==> src/hdl/nearest_neighbor_search_defines.svh <==
// Assertion macros shared by the nearest-neighbor search RTL.
`ifndef NEAREST_NEIGHBOR_SEARCH_DEFINES_SVH
`define NEAREST_NEIGHBOR_SEARCH_DEFINES_SVH

// Checks that a condition implies another one in the same cycle.
`define NNS_ASSERT_SAME(label, clk, rst_n, cond, expr) \
    label: assert property (@(posedge clk) disable iff (!(rst_n)) (cond) |-> (expr)) \
        else $error("same-cycle check failed");

// Checks that a condition implies another one in the following cycle.
`define NNS_ASSERT_NEXT(label, clk, rst_n, cond, expr) \
    label: assert property (@(posedge clk) disable iff (!(rst_n)) (cond) |=> (expr)) \
        else $error("next-cycle check failed");

`endif

==> src/hdl/nns_pkg.sv <==
// Shared types and constants of the nearest-neighbor search block.
package nns_pkg;

    // Default sizes of the reference store.
    localparam int DEF_MAX_RECORDS  = 256;
    localparam int DEF_MAX_FEATURES = 16;

    // Fixed field widths of the channels.
    localparam int VALUE_W    = 16;
    localparam int REC_IDX_W  = 8;
    localparam int FEAT_IDX_W = 4;
    localparam int DIST_W     = 36;
    localparam int SQ_W       = 32;
    localparam int REG_IDX_W  = 2;
    localparam int REG_DATA_W = 9;
    localparam int FCOUNT_W   = 5;

    // Largest distance that the result can carry.
    localparam logic [DIST_W-1:0] DIST_MAX = {DIST_W{1'b1}};

    // Feed modes.
    localparam logic MODE_LOAD  = 1'b0;
    localparam logic MODE_QUERY = 1'b1;

    // Configuration register indexes.
    localparam logic [REG_IDX_W-1:0] REG_RECORD_COUNT  = 2'd0;
    localparam logic [REG_IDX_W-1:0] REG_FEATURE_COUNT = 2'd1;

    // Commands from the controller to the datapath.
    typedef struct packed {
        logic write;     // a feed beat is accepted this cycle
        logic start;     // clear the scan counters
        logic step;      // issue one feature read of the scan
        logic load_out;  // copy the best match into the output register
    } nns_cmd_t;

    // Status from the datapath to the controller.
    typedef struct packed {
        logic issue_last; // the current read is the final one of the scan
        logic done;       // best match holds the final answer
    } nns_stat_t;

    // Per-read tags that travel down the distance pipeline.
    typedef struct packed {
        logic valid;
        logic first_feat;
        logic last_feat;
        logic first_rec;
        logic last_all;
    } nns_tag_t;

endpackage

==> src/hdl/nns_ctrl.sv <==
// Controller state machine of the nearest-neighbor search block.
module nns_ctrl (
    input  logic              clk,
    input  logic              rst_n,
    input  logic              feed_valid,
    input  logic              feed_mode,
    input  logic              feed_last,
    output logic              feed_ready,
    output logic              result_valid,
    input  logic              result_ready,
    output nns_pkg::nns_cmd_t cmd,
    input  nns_pkg::nns_stat_t stat
);
    import nns_pkg::*;

    typedef enum logic [3:0] {
        ST_IDLE  = 4'b0001,
        ST_RUN   = 4'b0010,
        ST_DRAIN = 4'b0100,
        ST_DONE  = 4'b1000
    } state_t;

    state_t state_reg, state_next;
    logic   out_valid_reg, out_valid_next;
    logic   feed_fire;

    assign feed_ready = (state_reg == ST_IDLE);
    assign feed_fire  = feed_valid && feed_ready;

    // Next state and commands.
    always_comb
    begin
        state_next   = state_reg;
        cmd.write    = feed_fire;
        cmd.start    = 1'b0;
        cmd.step     = 1'b0;
        cmd.load_out = 1'b0;
        case (state_reg)
            ST_IDLE:
            begin
                if (feed_fire && feed_mode == MODE_QUERY && feed_last)
                begin
                    cmd.start  = 1'b1;
                    state_next = ST_RUN;
                end
            end
            ST_RUN:
            begin
                cmd.step = 1'b1;
                if (stat.issue_last)
                begin
                    state_next = ST_DRAIN;
                end
            end
            ST_DRAIN:
            begin
                if (stat.done)
                begin
                    state_next = ST_DONE;
                end
            end
            ST_DONE:
            begin
                if (!out_valid_reg || result_ready)
                begin
                    cmd.load_out = 1'b1;
                    state_next   = ST_IDLE;
                end
            end
            default:
            begin
                state_next = ST_IDLE;
            end
        endcase
    end

    // The output register is full from its load until the sink takes the beat.
    always_comb
    begin
        out_valid_next = out_valid_reg;
        if (cmd.load_out)
        begin
            out_valid_next = 1'b1;
        end
        else if (result_ready)
        begin
            out_valid_next = 1'b0;
        end
    end

    always_ff @(posedge clk or negedge rst_n)
    begin
        if (!rst_n)
        begin
            state_reg     <= ST_IDLE;
            out_valid_reg <= 1'b0;
        end
        else
        begin
            state_reg     <= state_next;
            out_valid_reg <= out_valid_next;
        end
    end

    assign result_valid = out_valid_reg;

endmodule

==> config.mk <==
export PLATFORM = sky130hd
export DESIGN_NAME = nns_ctrl
export DESIGN_NICKNAME = d
export VERILOG_FILES = /design/src/hdl/nearest_neighbor_search_defines.svh /design/src/hdl/nns_pkg.sv /design/src/hdl/nns_ctrl.sv
export SDC_FILE = /design/constraint.sdc
export NUM_CORES = 1
export LEC_CHECK = 0
export BUFFER_PORTS_ARGS = -buffer_cell sky130_fd_sc_hd__buf_2
export CORE_AREA = 2 2 39 41
export CTS_BUF_LIST = sky130_fd_sc_hd__clkbuf_8 sky130_fd_sc_hd__clkbuf_16
export CTS_CLUSTER_SIZE = 28
export DETAILED_ROUTE_END_ITERATION = 10
export DIE_AREA = 0 0 41 43
export SYNTH_ARGS = -nofsm -noshare
export SYNTH_HDL_FRONTEND = slang
export SYNTH_SLANG_ARGS = --single-unit
==> constraint.sdc <==
create_clock -name clk -period 1.45 [get_ports clk]
set_input_delay 0.2175 -clock clk [delete_from_list [all_inputs] [get_ports clk]]
set_output_delay 0.2175 -clock clk [all_outputs]
set_load 0.01 [all_outputs]
==> results.yml <==
global_routing:
  grt_pass1_wl_mm: 1.21
  grt_overflow: 0
  grt_pass1_vias: 289
  antenna_found_initial: 0
  gr-usage-all-layers_pct: 11.6
  grt_max_degree: 8
cells_and_area:
  n_antenna_cell: 0
  synthToLayoutAreaGrowth_pct: 52.7
  drive_above_1_share_pct: 52.8
  final_nets: 62
  largest_reg_flops: 4
  num-fill-cells: 148
  final_util_pct: 35.6
route:
  vias: 301
  ant_nets: 0
  wl_per_cell_um: 10.6
  via_per_inst: 4.36
  drc: 0
  first_pass_iters: 4
  wirelength_um: 730
  drt_iter0_drc: 2
clock_tree:
  htree_levels: 1
  cts_made_buffers: 3
  clkTransAtPathRegs_ps: 40
  clock-sinks: 5
  cts-resized-gates: 0
  cts_tree: "built"
  cts_buffer_depth: 2
  clk_latency_ps: 230
  clock-root-buffer: "clkbuf_8"
die:
  die_area_sq_um: 1760
  initial_core_util_pct: 23.3
  rows: 14
  ioPinCount: 14
  die_h_um: 43
  core_sq_um: 1380
  die_w_um: 41
synthesis:
  synth_adder_area_share_pct: 0
  synth_seq_area_share_pct: 39.1
  synth-compound-area-share_pct: 12.8
  synth_nets: 39
  syn_area_sq_um: 323
  syn_area_per_cell_sq_um: 10.4
  synth_top_family_by_area: "simple AND/OR/NAND/NOR gates"
  synth_most_common_cell: "dfrtp_1"
  synth_top_area_share_pct: 31.0
  synthMuxAreaShare_pct: 0
  synth.distinct_cells: 23
  synthSimpleGateAreaFrac_pct: 38.8
  yosys.area.top_type: "dfrtp_1"
  synth_common_cells: "dfrtp_1 (4), inv_1 (3), a21oi_1 (2), buf_4 (2), nor3_1 (2)"
  syn_inst: 31
  ys_ff_latch: 5
  synth_edf_count: 0
  synthArstFlopShare_pct: 100
  synth-xor-area-share_pct: 0
  synth_ff_type: "dfrtp_1"
  yosys_warnings: 0
  synth.area.top_cells: "dfrtp_1 (31%), dfstp_2 (8.1%), nor4bb_4 (7.8%)"
hold_path:
  hold_path_depth: 2
  min_from: "result_ready"
  worst_hold_path.endpoint: "result_valid"
  hold_path.class: "in2reg"
critical_path:
  crit_fanout: 3
  r2r_cells: 5
  critPathCaptureType: "output port"
  reg2reg_from: "state_reg[0]"
  cp-start-kind: "flop"
  r2r_end: "state_reg[0]"
  worst-setup-path-type: "reg2out"
  r2r_setup_slack_ps: 120
  required_ps: 1230
  cp_data_arrival_time_ps: 1310
sta:
  report.final.slew_viol_count: 0
  worst_pin_slew_ps: 275
  fin_ws_ps: -77.9
  hold_slack_ps: 237
  fin_crit_sh_pct: 105
  grt_setup_unrepaired: "true"
  hold_violations: 0
  tns_ps: -152
  fin_skew_ps: 3.37
  finalCriticalPeriod_ps: 1530
  setup_viol: 3
  timing.fmax_mhz: 654
  maxSlewHeadroom_pct: 81.7
power:
  ir_drop_uv: 304
  p_leak_nw: 0.252
  power_density_nw_per_um2: 931
  power_mw: 0.459
placement:
  place_congestion: 0.624
  port_buffers: 13
  dp_hpwl_um: 604
job:
  cap_violations: 0
outcome:
  outcome: "finished, violations left"
  violations: "setup timing"
==> placed cells by master, fill, tap and decap left out, types with 2 or more instances in the layout <==
master     n
clkbuf_8   3
nor3_1     2
buf_2     13
buf_4      6
dfrtp_1    4
inv_1      4
a21oi_1    2
==> power breakdown <==
group          total (mW)  internal, mW  switching [mW]
Combinational      0.0553        0.0301          0.0252
Clock               0.257         0.182          0.0747
Sequential          0.147         0.144         0.00271
==> worst max path at each step <==
stage	start	endpoint	slack [ps]	cells past startpoint
floorplan	state_reg[0]	cmd[3]	100	3
global placement	state_reg[2]	state_reg[0]	140	4
detailed placement	state_reg[0]	cmd[2]	90	4
CTS	state_reg[0]	cmd[2]	-110	4
global route	state_reg[0]	cmd[2]	-160	4
finish	state_reg[0]	cmd[2]	-80	4
==> timing repair <==
action | CTS | global route
pin swaps | 2 | 0
endpoints found under the hold margin | 5 | 0
buffers inserted | 2 | 0
hold buffers | 1 | 0
endpoints found under the setup margin | 4 | 5
==> area by class of cell <==
class                           instances  area, sq um  area share (%)
Multi-Input combinational cell         20          166            33.8
Sequential cell                         5          126            25.6
Timing Repair Buffer                   20          120            24.4
Clock buffer                            3         41.3            8.38
Tap cell                               16         20.0            4.06
Inverter                                4         15.0            3.05
Clock inverter                          1         3.75           0.761
==> per-layer routing <==
layer  routed length (um)  track usage (%)  up-vias
met5                    0                0        -
met3                   49             4.71        5
met4                   42             14.0        0
met1                  249             10.5      135
met2                  389             16.6        9
li1                     -                -      152
==> worst max-delay path: stages (launching register included) <==
cell	delay, ps
dfstp_2	520
nor4b_4	250
nand4_2	130
inv_1	70
buf_2	120
==> logic make-up after synthesis <==
logic type	Yosys count
buf+inv	6
flops	5
simple gates	13
compound gates	7
==> per-stage QoR <==
stage	setup WS, ps	instance area, sq um	std cells
after global placement	138	423	62
after detailed placement	94.6	423	62
after CTS	-115	493	69
after floorplan	97.0	323	31
final	-77.9	493	69
after global routing	-164	493	69
Note: power is estimated with default switching activity, not from simulation.
